**config.mk**
```make
export PLATFORM = sky130hd
export DESIGN_NAME = message_id_frequency_table
export DESIGN_NICKNAME = d
export VERILOG_FILES = /design/src/mift_pkg.sv /design/src/mift_ram.sv /design/src/mift_engine.sv /design/src/message_id_frequency_table.sv
export SDC_FILE = /design/constraint.sdc
export NUM_CORES = 2
export LEC_CHECK = 0
export ABC_AREA = 1
export BUFFER_PORTS_ARGS = -buffer_cell sky130_fd_sc_hd__buf_2
export CAP_MARGIN = 20
export CORE_UTILIZATION = 60
export DETAILED_ROUTE_END_ITERATION = 7
export PLACE_DENSITY = 0.76
export SYNTH_ARGS = -nofsm -noshare
export SYNTH_HDL_FRONTEND = slang
export SYNTH_SLANG_ARGS = --single-unit
export TNS_END_PERCENT = 20
```
**constraint.sdc**
```tcl
create_clock -name clk -period 7.4 [get_ports clk]
set_input_delay 0.74 -clock clk [delete_from_list [all_inputs] [get_ports clk]]
set_output_delay 0.74 -clock clk [all_outputs]
set_load 0.05 [all_outputs]
```
**src/mift_pkg.sv**
```systemverilog
// Shared types and constants of the message identifier frequency table.
package mift_pkg;

  localparam int ID_W   = 29;
  localparam int CNT_W  = 32;
  localparam int RANK_W = 4;

  localparam logic [CNT_W-1:0] CNT_MAX = {CNT_W{1'b1}};

  localparam logic FUNC_COUNT  = 1'b0;
  localparam logic FUNC_REPORT = 1'b1;

  typedef enum logic [1:0] {
    STAT_HIT    = 2'd0,
    STAT_NEW    = 2'd1,
    STAT_FULL   = 2'd2,
    STAT_REPORT = 2'd3
  } status_t;

  typedef enum logic [1:0] {
    ST_CLEAR,
    ST_IDLE,
    ST_SCAN,
    ST_EMIT
  } state_t;

  typedef struct packed {
    status_t             status;
    logic [RANK_W-1:0]   rank;
    logic [ID_W-1:0]     entry_id;
    logic [CNT_W-1:0]    entry_count;
    logic                last;
  } res_t;

endpackage

```
**src/mift_ram.sv**
```systemverilog
// Generic simple dual-port RAM with one write port and a registered read port.
module mift_ram #(
  parameter int WIDTH = 32,
  parameter int DEPTH = 32
) (
  input  logic                     clk,
  input  logic                     we,
  input  logic [$clog2(DEPTH)-1:0] waddr,
  input  logic [WIDTH-1:0]         wdata,
  input  logic                     re,
  input  logic [$clog2(DEPTH)-1:0] raddr,
  output logic [WIDTH-1:0]         rdata
);

  logic [WIDTH-1:0] mem [DEPTH];

  always_ff @(posedge clk) begin
    if (we) begin
      mem[waddr] <= wdata;
    end
    if (re) begin
      rdata <= mem[raddr];
    end
  end

endmodule

```
**src/mift_engine.sv**
```systemverilog
// Sequencer that scans the slot memories for count updates and top-K ranking.
module mift_engine
  import mift_pkg::*;
#(
  parameter int TABLE_DEPTH = 32,
  parameter int TOP_K       = 10
) (
  input  logic                           clk,
  input  logic                           rst_n,
  input  logic                           in_valid,
  input  logic                           in_func,
  input  logic [ID_W-1:0]                in_key,
  output logic                           in_ready,
  input  logic                           out_free,
  output logic                           push,
  output res_t                           res,
  output logic                           rd_en,
  output logic [$clog2(TABLE_DEPTH)-1:0] rd_addr,
  input  logic [CNT_W-1:0]               cnt_rdata,
  input  logic [ID_W-1:0]                id_rdata,
  output logic                           cnt_we,
  output logic [$clog2(TABLE_DEPTH)-1:0] cnt_waddr,
  output logic [CNT_W-1:0]               cnt_wdata,
  output logic                           id_we,
  output logic [$clog2(TABLE_DEPTH)-1:0] id_waddr,
  output logic [ID_W-1:0]                id_wdata
);

  localparam int AW  = $clog2(TABLE_DEPTH);
  localparam int RKW = (TOP_K > 1) ? $clog2(TOP_K) : 1;
  localparam logic [AW-1:0]  LAST_IDX  = AW'(TABLE_DEPTH - 1);
  localparam logic [RKW-1:0] LAST_RANK = RKW'(TOP_K - 1);

  state_t            state_r, state_nxt;
  logic              func_r, func_nxt;
  logic [ID_W-1:0]   key_r, key_nxt;
  logic [AW-1:0]     addr_r, addr_nxt;
  logic              iss_done_r, iss_done_nxt;
  logic              vld_r, vld_nxt;
  logic [AW-1:0]     vidx_r, vidx_nxt;
  logic              free_found_r, free_found_nxt;
  logic [AW-1:0]     free_idx_r, free_idx_nxt;
  logic              best_found_r, best_found_nxt;
  logic [AW-1:0]     best_idx_r, best_idx_nxt;
  logic [CNT_W-1:0]  best_cnt_r, best_cnt_nxt;
  logic [ID_W-1:0]   best_id_r, best_id_nxt;
  logic [CNT_W-1:0]  prev_cnt_r, prev_cnt_nxt;
  logic [AW-1:0]     prev_idx_r, prev_idx_nxt;
  logic              first_r, first_nxt;
  logic [RKW-1:0]    rank_r, rank_nxt;
  res_t              res_r, res_nxt;

  logic              scan_v, occ, hit, scan_end, cnt_fin, rep_fin;
  logic              elig, better, free_now, found_now;
  logic [AW-1:0]     free_sel;
  logic [CNT_W-1:0]  cnt_inc, pick_cnt;
  logic [ID_W-1:0]   pick_id;
  logic [AW-1:0]     pick_idx;
  logic [RKW+RANK_W-1:0] rank_ext;

  // Scan events on the data returned in the cycle after each read
  assign scan_v   = (state_r == ST_SCAN) && vld_r;
  assign occ      = (cnt_rdata != '0);
  assign hit      = scan_v && (func_r == FUNC_COUNT) && occ && (id_rdata == key_r);
  assign scan_end = scan_v && (vidx_r == LAST_IDX);
  assign cnt_fin  = hit || (scan_end && (func_r == FUNC_COUNT));
  assign rep_fin  = scan_end && (func_r == FUNC_REPORT);
  assign cnt_inc  = (cnt_rdata == CNT_MAX) ? cnt_rdata : cnt_rdata + 1'b1;

  assign free_now = free_found_r || !occ;
  assign free_sel = free_found_r ? free_idx_r : vidx_r;

  // Eligible entries come strictly after the previous pick in rank order
  assign elig   = occ && (first_r || (cnt_rdata < prev_cnt_r) ||
                          ((cnt_rdata == prev_cnt_r) && (vidx_r > prev_idx_r)));
  assign better = elig && (!best_found_r || (cnt_rdata > best_cnt_r));

  assign found_now = best_found_r || better;
  assign pick_cnt  = better ? cnt_rdata : best_cnt_r;
  assign pick_id   = better ? id_rdata  : best_id_r;
  assign pick_idx  = better ? vidx_r    : best_idx_r;
  assign rank_ext  = {{RANK_W{1'b0}}, rank_r};

  // Next state
  always_comb begin
    state_nxt = state_r;
    unique case (state_r)
      ST_CLEAR: begin
        if (addr_r == LAST_IDX) state_nxt = ST_IDLE;
      end
      ST_IDLE: begin
        if (in_valid) state_nxt = ST_SCAN;
      end
      ST_SCAN: begin
        if (cnt_fin || rep_fin) state_nxt = ST_EMIT;
      end
      ST_EMIT: begin
        if (out_free) begin
          if ((func_r == FUNC_REPORT) && (rank_r != LAST_RANK)) state_nxt = ST_SCAN;
          else state_nxt = ST_IDLE;
        end
      end
      default: state_nxt = ST_IDLE;
    endcase
  end

  // Outputs and memory controls
  always_comb begin
    in_ready  = (state_r == ST_IDLE);
    rd_en     = (state_r == ST_SCAN) && !iss_done_r;
    rd_addr   = addr_r;
    push      = (state_r == ST_EMIT) && out_free;
    res       = res_r;
    cnt_we    = 1'b0;
    cnt_waddr = addr_r;
    cnt_wdata = '0;
    id_we     = 1'b0;
    id_waddr  = free_sel;
    id_wdata  = key_r;
    unique case (state_r)
      ST_CLEAR: begin
        cnt_we = 1'b1;
      end
      ST_SCAN: begin
        if (hit) begin
          cnt_we    = 1'b1;
          cnt_waddr = vidx_r;
          cnt_wdata = cnt_inc;
        end else if (cnt_fin && free_now) begin
          cnt_we    = 1'b1;
          cnt_waddr = free_sel;
          cnt_wdata = CNT_W'(1);
          id_we     = 1'b1;
        end
      end
      default: ;
    endcase
  end

  // Datapath registers
  always_comb begin
    func_nxt       = func_r;
    key_nxt        = key_r;
    addr_nxt       = addr_r;
    iss_done_nxt   = iss_done_r;
    vld_nxt        = rd_en;
    vidx_nxt       = addr_r;
    free_found_nxt = free_found_r;
    free_idx_nxt   = free_idx_r;
    best_found_nxt = best_found_r;
    best_idx_nxt   = best_idx_r;
    best_cnt_nxt   = best_cnt_r;
    best_id_nxt    = best_id_r;
    prev_cnt_nxt   = prev_cnt_r;
    prev_idx_nxt   = prev_idx_r;
    first_nxt      = first_r;
    rank_nxt       = rank_r;
    res_nxt        = res_r;

    if (state_r == ST_CLEAR) begin
      addr_nxt = addr_r + 1'b1;
      if (addr_r == LAST_IDX) addr_nxt = '0;
    end

    if (state_r == ST_IDLE && in_valid) begin
      func_nxt       = in_func;
      key_nxt        = in_key;
      addr_nxt       = '0;
      iss_done_nxt   = 1'b0;
      free_found_nxt = 1'b0;
      best_found_nxt = 1'b0;
      first_nxt      = 1'b1;
      rank_nxt       = '0;
    end

    if (rd_en) begin
      if (addr_r == LAST_IDX) begin
        iss_done_nxt = 1'b1;
        addr_nxt     = '0;
      end else begin
        addr_nxt = addr_r + 1'b1;
      end
    end

    if (scan_v) begin
      if (!occ && !free_found_r) begin
        free_found_nxt = 1'b1;
        free_idx_nxt   = vidx_r;
      end
      if (better) begin
        best_found_nxt = 1'b1;
        best_idx_nxt   = vidx_r;
        best_cnt_nxt   = cnt_rdata;
        best_id_nxt    = id_rdata;
      end
    end

    if (cnt_fin) begin
      res_nxt.rank     = '0;
      res_nxt.entry_id = key_r;
      res_nxt.last     = 1'b1;
      if (hit) begin
        res_nxt.status      = STAT_HIT;
        res_nxt.entry_count = cnt_inc;
      end else if (free_now) begin
        res_nxt.status      = STAT_NEW;
        res_nxt.entry_count = CNT_W'(1);
      end else begin
        res_nxt.status      = STAT_FULL;
        res_nxt.entry_count = '0;
      end
    end

    if (rep_fin) begin
      res_nxt.status      = STAT_REPORT;
      res_nxt.rank        = rank_ext[RANK_W-1:0];
      res_nxt.entry_id    = found_now ? pick_id : '0;
      res_nxt.entry_count = found_now ? pick_cnt : '0;
      res_nxt.last        = (rank_r == LAST_RANK);
      // Remember the pick so the next rank starts after it
      if (found_now) begin
        prev_cnt_nxt = pick_cnt;
        prev_idx_nxt = pick_idx;
        first_nxt    = 1'b0;
      end
    end

    if (push && (func_r == FUNC_REPORT) && (rank_r != LAST_RANK)) begin
      rank_nxt       = rank_r + 1'b1;
      addr_nxt       = '0;
      iss_done_nxt   = 1'b0;
      best_found_nxt = 1'b0;
    end
  end

  always_ff @(posedge clk) begin
    if (!rst_n) begin
      state_r    <= ST_CLEAR;
      addr_r     <= '0;
      iss_done_r <= 1'b0;
      vld_r      <= 1'b0;
    end else begin
      state_r    <= state_nxt;
      addr_r     <= addr_nxt;
      iss_done_r <= iss_done_nxt;
      vld_r      <= vld_nxt;
    end
    func_r       <= func_nxt;
    key_r        <= key_nxt;
    vidx_r       <= vidx_nxt;
    free_found_r <= free_found_nxt;
    free_idx_r   <= free_idx_nxt;
    best_found_r <= best_found_nxt;
    best_idx_r   <= best_idx_nxt;
    best_cnt_r   <= best_cnt_nxt;
    best_id_r    <= best_id_nxt;
    prev_cnt_r   <= prev_cnt_nxt;
    prev_idx_r   <= prev_idx_nxt;
    first_r      <= first_nxt;
    rank_r       <= rank_nxt;
    res_r        <= res_nxt;
  end

endmodule

```
**src/message_id_frequency_table.sv**
```systemverilog
// Top level of the message identifier frequency table with top-K report.
// Count transaction: one slot memory read per cycle; a hit ends the scan early.
// Report transaction: TOP_K passes over the slot memory.
// One transaction at a time, the next accepted in the cycle after the last result is pushed,
//   even while it waits. After reset a clearing pass zeroes the counts.
module message_id_frequency_table
  import mift_pkg::*;
#(
  parameter int TABLE_DEPTH = 32,
  parameter int TOP_K       = 10
) (
  input  logic        clk,
  input  logic        rst_n,
  input  logic        in_tvalid,
  output logic        in_tready,
  input  logic [31:0] in_tdata,   // can_id[28:0], zero[31:29]
  input  logic [0:0]  in_tuser,   // func[0]
  output logic        out_tvalid,
  input  logic        out_tready,
  output logic [71:0] out_tdata,  // rank[3:0], entry_id[32:4], entry_count[64:33], zero[71:65]
  output logic [1:0]  out_tuser,  // status[1:0]
  output logic        out_tlast
);

  localparam int AW = $clog2(TABLE_DEPTH);

  logic              out_valid_r;
  res_t              out_res_r;
  logic              out_free, push;
  res_t              res;
  logic              rd_en, cnt_we, id_we;
  logic [AW-1:0]     rd_addr, cnt_waddr, id_waddr;
  logic [CNT_W-1:0]  cnt_rdata, cnt_wdata;
  logic [ID_W-1:0]   id_rdata, id_wdata;

  assign out_free = !out_valid_r || out_tready;

  mift_engine #(
    .TABLE_DEPTH (TABLE_DEPTH),
    .TOP_K       (TOP_K)
  ) u_engine (
    .clk       (clk),
    .rst_n     (rst_n),
    .in_valid  (in_tvalid),
    .in_func   (in_tuser[0]),
    .in_key    (in_tdata[ID_W-1:0]),
    .in_ready  (in_tready),
    .out_free  (out_free),
    .push      (push),
    .res       (res),
    .rd_en     (rd_en),
    .rd_addr   (rd_addr),
    .cnt_rdata (cnt_rdata),
    .id_rdata  (id_rdata),
    .cnt_we    (cnt_we),
    .cnt_waddr (cnt_waddr),
    .cnt_wdata (cnt_wdata),
    .id_we     (id_we),
    .id_waddr  (id_waddr),
    .id_wdata  (id_wdata)
  );

  mift_ram #(
    .WIDTH (CNT_W),
    .DEPTH (TABLE_DEPTH)
  ) u_cnt_ram (
    .clk   (clk),
    .we    (cnt_we),
    .waddr (cnt_waddr),
    .wdata (cnt_wdata),
    .re    (rd_en),
    .raddr (rd_addr),
    .rdata (cnt_rdata)
  );

  mift_ram #(
    .WIDTH (ID_W),
    .DEPTH (TABLE_DEPTH)
  ) u_id_ram (
    .clk   (clk),
    .we    (id_we),
    .waddr (id_waddr),
    .wdata (id_wdata),
    .re    (rd_en),
    .raddr (rd_addr),
    .rdata (id_rdata)
  );

  // Hold a result until the downstream side takes it
  always_ff @(posedge clk) begin
    if (!rst_n) begin
      out_valid_r <= 1'b0;
    end else if (push) begin
      out_valid_r <= 1'b1;
    end else if (out_tready) begin
      out_valid_r <= 1'b0;
    end
    if (push) begin
      out_res_r <= res;
    end
  end

  assign out_tvalid = out_valid_r;
  assign out_tuser  = out_res_r.status;
  assign out_tlast  = out_res_r.last;
  assign out_tdata  = {7'b0, out_res_r.entry_count, out_res_r.entry_id, out_res_r.rank};

endmodule

```
After elaboration in Yosys (flattened, before gate mapping) --
Memory sizes are Yosys's and may differ from the RTL's. A register that Yosys moved wholly into a read port is not among the register bits. Cells that the tools add are included.
Storage, ports and cells: bits in writable memories 1952, input bits 37, memories kept 2, register bits after elaboration 296, output and inout bits 77, word-level logic and storage cells 147
Memories:
- u_cnt_ram.mem | words 32, width 32, read ports 1, clocked after memory_dff 1, write ports 1, line mift_ram.sv:15 | logic [WIDTH-1:0] mem [DEPTH];
- u_id_ram.mem | words 32, width 29, read ports 1, clocked after memory_dff 1, write ports 1, line mift_ram.sv:15
Cells by class: mux-type cells 54, magnitude comparators 3, reductions and logical operators 41, bitwise gates (word level) 2, add/sub/neg operators 3, equal/unequal tests 14
Operator list (number):
- 2-to-1 mux 32 bit | 6
- 2-to-1 mux 66 bit | 2
- 2-to-1 mux 29 bit | 2
- 2-to-1 mux 5 bit | 9
- adder 32 x 1 -> 32 bit (second input constant) | 1
- == test 32 bit | 1
- == test 32 bit (second input constant) | 1
- greater-than comparator 32 bit | 1
- less-than comparator 32 bit | 1
- nonzero test 32 bit | 1
- == test 29 bit | 1
- 2-to-1 mux 1 bit | 24
- logical AND 1 bit | 18
- 2-to-1 mux 2 bit | 7
- == test 5 bit (second input constant) | 2
- logical OR 1 bit | 8
- 2-to-1 mux 4 bit | 2
- one-hot mux 2 bit (4 select lines) | 1
- nonzero test 2 bit | 3
- adder 5 x 1 -> 5 bit (second input constant) | 1
- greater-than comparator 5 bit | 1
- zero test 1 bit | 5
- adder 4 x 1 -> 4 bit (second input constant) | 1
- == test 2 bit (second input constant) | 2
- 12 further kinds | 16

Depth between registers and ports, before layout --
depth after elaboration 12, mapped depth 19, depth with buffers taken out 18

Hierarchy --
A second synthesis with hierarchy kept.
Second synthesis, totals: cells, all modules 8303, area, all modules 96471.3 µm²
By module, submodules not included:
- mift_ram at u_cnt_ram | sequential area each 31710.4 µm², cells each 3536, area an instance 42726.0 µm², times used 1
- mift_ram at u_id_ram | sequential area each 28737.6 µm², cells each 3210, area an instance 38703.4 µm², times used 1
- mift_engine | sequential area each 6626.4 µm², cells each 1475, area an instance 12897.4 µm², times used 1
- message_id_frequency_table | sequential area each 2062.0 µm², cells each 82, area an instance 2144.6 µm², times used 1

Worst setup path before layout --
Ideal clock, no wire load.
path kind input to register, start point in out_tready, end point reg u_engine.rank_r[0], enable pin, required time 7.075 ns, data arrival time 4.559 ns, path slack 2.516 ns, path buffers 0, cell stages on the path 4, library setup time 0.325 ns, cells stage by stage nor2_1 nor2_1 nand2_1 nand2_1
On the way: longest elaborated chain between the ends 5
RTL lines:
- start, declared | line message_id_frequency_table.sv:19 | input logic out_tready,
- logical OR 1 bit | line message_id_frequency_table.sv:36 | assign out_free = !out_valid_r || out_tready;
- logical AND 1 bit | line mift_engine.sv:112 | push = (state_r == ST_EMIT) && out_free;
- named net push | line message_id_frequency_table.sv:29 | logic out_free, push;
- logical AND 1 bit (2 in series) | line mift_engine.sv:228 | if (push && (func_r == FUNC_REPORT) && (rank_r != LAST_RANK)) begin
- nonzero test 2 bit (no source line)
- end signal, assigned | line mift_engine.sv:260 | rank_r <= rank_nxt;
- end, declared | line mift_engine.sv:50 | logic [RKW-1:0] rank_r, rank_nxt;
The timed path passes the listed nets, and every way through them passes these cells. A chain may end at the register's enable or synchronous reset.

Worst setup path after layout --
start point reg u_engine.key_r[27], in the netlist u_engine.id_wdata[27], end point mem u_cnt_ram.mem[31][26], enable pin
On the way: longest elaborated chain between the ends 9
RTL lines:
- start, declared | line mift_engine.sv:36 | logic [ID_W-1:0] key_r, key_nxt;
- start signal, assigned | line mift_engine.sv:249 | key_r <= key_nxt;
- == test 29 bit (*) | line mift_engine.sv:64 | assign hit = scan_v && (func_r == FUNC_COUNT) && occ && (id_rdata == key_r);
- logical AND 1 bit (*) | line mift_engine.sv:64
- logical OR 1 bit | line mift_engine.sv:66 | assign cnt_fin = hit || (scan_end && (func_r == FUNC_COUNT));
- logical AND 1 bit | line mift_engine.sv:129 | end else if (cnt_fin && free_now) begin
- 2-to-1 mux 1 bit | line mift_engine.sv:129
- 2-to-1 mux 1 bit | line mift_engine.sv:125 | if (hit) begin
- one-hot mux 1 bit (2 select lines) | line mift_engine.sv:120 | unique case (state_r)
- 2-to-1 mux 1 bit | line mift_ram.sv:18 | if (we) begin
- 2-to-1 mux 1 bit (not written as such) | line mift_ram.sv:19 | mem[waddr] <= wdata;
- end, declared | line mift_ram.sv:15
Mark *: on every way between the ends. The rest lies on a longest branch, timed or not.

==> summary.md <==
| Metric | Value |
|---|---|
| Most used cell, CP | `nand2_1` |
| Iter 0 DRT Violations | `around 9300` |
| Internal power | `between 20 and 25 mW` |
| Most frequent cell after synthesis | `edfxtp_1` |
| Global route hottest layer | `met2` |
| FP Rows | `~140` |
| Final Setup Violations | `0` |
| Critical Path, Cell by Cell | `inv_1 -> nand2_1 -> nand4_1 -> nor2_1 -> nand2_1 -> nor2_2 -> nand2_2 -> nand2_1 -> nand3_1 -> nand2_1 -> nand3_2 -> nor2_4 -> buf_4` |
| Clock Tree Buf Depth | `3` |
| Normalized max-slew margin | `0.216` |
| Register area | `0.0692 sq mm` |
| Setup Fix Bufs, Post-CTS | `0` |
| Measured slew at the worst slew-check pin | `1.16 ns` |
| Post_cts resized | `0` |
| Net Sw Frac | `0.326` |
| Flop pwr share | `0.453` |
| # nets final | `between 7000 and 8000` |
| Main synth FF type | `edfxtp_1` |
| #FFs+latches synth | `around 2300` |
| Met2 Track Usage GR | `0.472` |
| Total Wirelength | `245 mm` |
| Util after Layout | `0.670` |
| Final hold vios | `0` |
| Area contributors post-synth | `edfxtp_1 (74%), o21ai_0 (6.6%), nor2_1 (5.2%)` |
| Initial antenna violation count | `10` |
| P&R area growth vs syn | `10.7%` |
| Cell Area, Synth | `between 0.09 and 0.1 sq mm` |
| Async set-reset flop share out of synthesis | `0` |
| Yosys warnings | `0` |
| Met1 Resource Use GR | `0.429` |
| Clock tree sinks | `2309` |
| Post-DRT Antenna Nets | `0` |
| Worst path max stage delay | `approximately 1.1 ns` |
| Met3 GRT Util | `0.0752` |
| Share of cells above drive strength 1 | `0.0874` |
| CTS Hold Bufs | `0` |
| Post-synthesis cell count | `between 7000 and 8000` |
| Sequential cell area fraction in the yosys report | `0.742` |
| Multi-input gate area | `about 0.021 sq mm` |
| CTS H-tree depth | `4` |
| FILL cells | `just over 10000` |
| Crit-path slowest cell | `edfxtp_1` |
| TritonCTS clock tree | `done` |
| HP Class | `in2reg` |
| Unique masters post-synth | `between 40 and 50` |
| Largest net degree at the start of global routing | `between 200 and 250` |
| Yosys top cell area share | `0.738` |
| Core footprint | `roughly 0.15 sq mm` |
| Max Clock Freq | `approximately 200 MHz` |
| Worst-path fanout max | `35` |
| Ratio of routed vias to standard cells | `roughly 6.5` |
| Vias in the first global route | `between 50000 and 60000` |
| Routed len/inst | `about 26 um` |
| Top cells by count, synth | `edfxtp_1 (2289), nor2_1 (1286), o21ai_0 (1228)` |
| MaxCap Viol Count | `0` |
| CTS root buf | `clkbuf_16` |
| GRT overflow | `0` |
| Die Span X | `just under 400 um` |
| Largest area contributor in the netlist | `edfxtp_1` |
| Detailed Place HPWL | `135 mm` |
| # DRC | `0` |
| CP required | `between 7 and 8 ns` |
| Starting Density | `0.605` |
| Final Max Tran Viols | `0` |
| Setup_tns | `0 ns` |
| RSZ-0062 raised after global routing | `no` |
| Number of synthesized flops with an enable pin | `between 2000 and 2500` |
| Net Sw Power | `~11 mW` |
| Total GRT Usage | `0.307` |
| First-pass DRT Iterations | `8` |
| Combinational power share | `0.239` |
| Final Critical Period | `between 5 and 6 ns` |
| Critical Path Source Type | `register` |
| Die Span Y | `about 400 um` |
| CTS Buf Count | `215` |
| # IOs | `roughly 110` |
| Mapped Avg Cell Area | `12.8 sq um` |
| Crit. End Element | `register` |
| WP data arrival | `5.62 ns` |
| Status | `completed` |
| Routability cong. | `between 0.9 and 1` |
| Pwr per Cell Area | `330 mW/mm^2` |
| Fin crit share | `0.688` |
| Clock Latency Late Sink | `0.86 ns` |
| First-pass GRT wire length | `between 300 and 400 mm` |
| P_leak | `between 30 and 40 nW` |
| Reg clk slew, reported paths | `0.06 ns` |
| Clk_skew | `around 0.034 ns` |
| Worst VDD drop | `roughly 0.33 mV` |
| Via count | `roughly 62000` |
| Port bufs | `roughly 100` |
| Die area | `between 0.15 and 0.2 sq mm` |
| Worst setup path class | `reg2reg` |
| Power share of the clock group | `0.309` |
[cells by family after synthesis]
logic type,Yosys count,share of synthesized area
compound gates,1880,0.116
xor+xnor,10,0.000940
fa+ha+maj,75,0.0101
buf+inv,823,0.0341
flops,2309,0.742
other cells,1,0.0000402
simple gates,2190,0.0966
[routing by layer]
layer / vias up / wire length [um]
met5: - / 112
met4: 16 / 8660
met3: 607 / 31300
met2: 4218 / 112000
met1: 30400 / 92600
li1: 26900 / -
[final timing paths]
kind,start,to,slack (ns),cells past startpoint
max,u_engine.id_wdata[27],u_cnt_ram.mem[31][26],2.31,13
max reg2reg,u_engine.id_wdata[27],u_cnt_ram.mem[31][26],2.31,13
min,in_tdata[26],u_engine.id_wdata[26],0.07,1
min reg2reg,u_engine.res[26],out_tdata[58],0.41,0
[power groups by stage]
stage / logic [mW] / clock network [mW] / registers [mW]
floorplan: 5.05 / 0 / 15.6
global placement: 7.44 / 0 / 15.7
detailed placement: 7.73 / 0 / 15.7
CTS: 7.79 / 10.5 / 15.4
global route: 8.74 / 11.0 / 15.4
finish: 8.11 / 10.5 / 15.4
[flip-flops by register name, summed over array words and instances (netlist names), 4 cells and up]
register             count
out_tdata               65
u_cnt_ram.mem         1024
u_cnt_ram.rdata         32
u_engine.best_cnt_r     32
u_engine.best_id_r      29
u_engine.best_idx_r      5
u_engine.free_idx_r      5
u_engine.id_wdata       29
u_engine.prev_cnt_r     32
u_engine.prev_idx_r      5
u_engine.rank_r          4
u_engine.rd_addr         5
u_engine.res            68
u_engine.vidx_r          5
u_id_ram.mem           928
u_id_ram.rdata          29
[critical path, delay by kind of cell (launching register included)]
kind	cells	cell delay [ns]
buffers and inverters	2	0.49
and+or+nand+nor	11	3.14
DFF	1	1.09
[metrics by stage]
stage | instances | setup slack (ns) | hold WS, ns | area (sq um) | power (mW)
after floorplan | 7294 | 2.52 | 0.352 | 93200 | 20.7
after global placement | 9122 | 2.53 | 0.400 | 96200 | 23.1
after detailed placement | 9124 | 2.42 | 0.405 | 96200 | 23.4
after CTS | 9518 | 2.39 | 0.0371 | 103000 | 33.8
after global routing | 9530 | 2.07 | 0.0506 | 103000 | 35.2
final | 9531 | 2.31 | 0.0733 | 103000 | 34.0
[area by class of cell]
class | instances | share of cell area
Antenna cell | 1 | 0.0000243
Clock buffer | 274 | 0.0553
Clock inverter | 120 | 0.00888
Inverter | 363 | 0.0135
Multi-Input combinational cell | 4162 | 0.207
Sequential cell | 2309 | 0.670
Tap cell | 2044 | 0.0248
Timing Repair Buffer | 258 | 0.0198
[cells in the final DEF, fill, tap and decap left out, types with 6 or more instances in the layout]
cell / synthesis / layout
nand4_1: 27 / 27
clkbuf_16: 0 / 220
clkinv_1: 3 / 55
o221ai_1: 244 / 244
buf_16: 0 / 10
a21oi_1: 54 / 51
clkinv_2: 1 / 42
dfxtp_1: 20 / 15
xnor2_1: 6 / 6
buf_2: 29 / 103
buf_12: 0 / 13
nor2_1: 1286 / 1236
buf_4: 7 / 131
clkbuf_1: 388 / 54
o21ai_0: 1228 / 1228
inv_1: 351 / 347
nand3b_1: 9 / 9
o22ai_1: 247 / 247
nand2_2: 4 / 6
nor3_1: 30 / 16
o21ai_1: 26 / 26
o211ai_1: 64 / 64
nor2_4: 0 / 50
nand2_1: 437 / 435
nand3_1: 312 / 312
nor3_2: 4 / 15
conb_1: 1 / 7
ha_1: 75 / 75
edfxtp_1: 2289 / 2289
and2_1: 63 / 63
bufinv_16: 0 / 12
inv_2: 8 / 10
No activity file was read; power rests on OpenSTA's default activity.
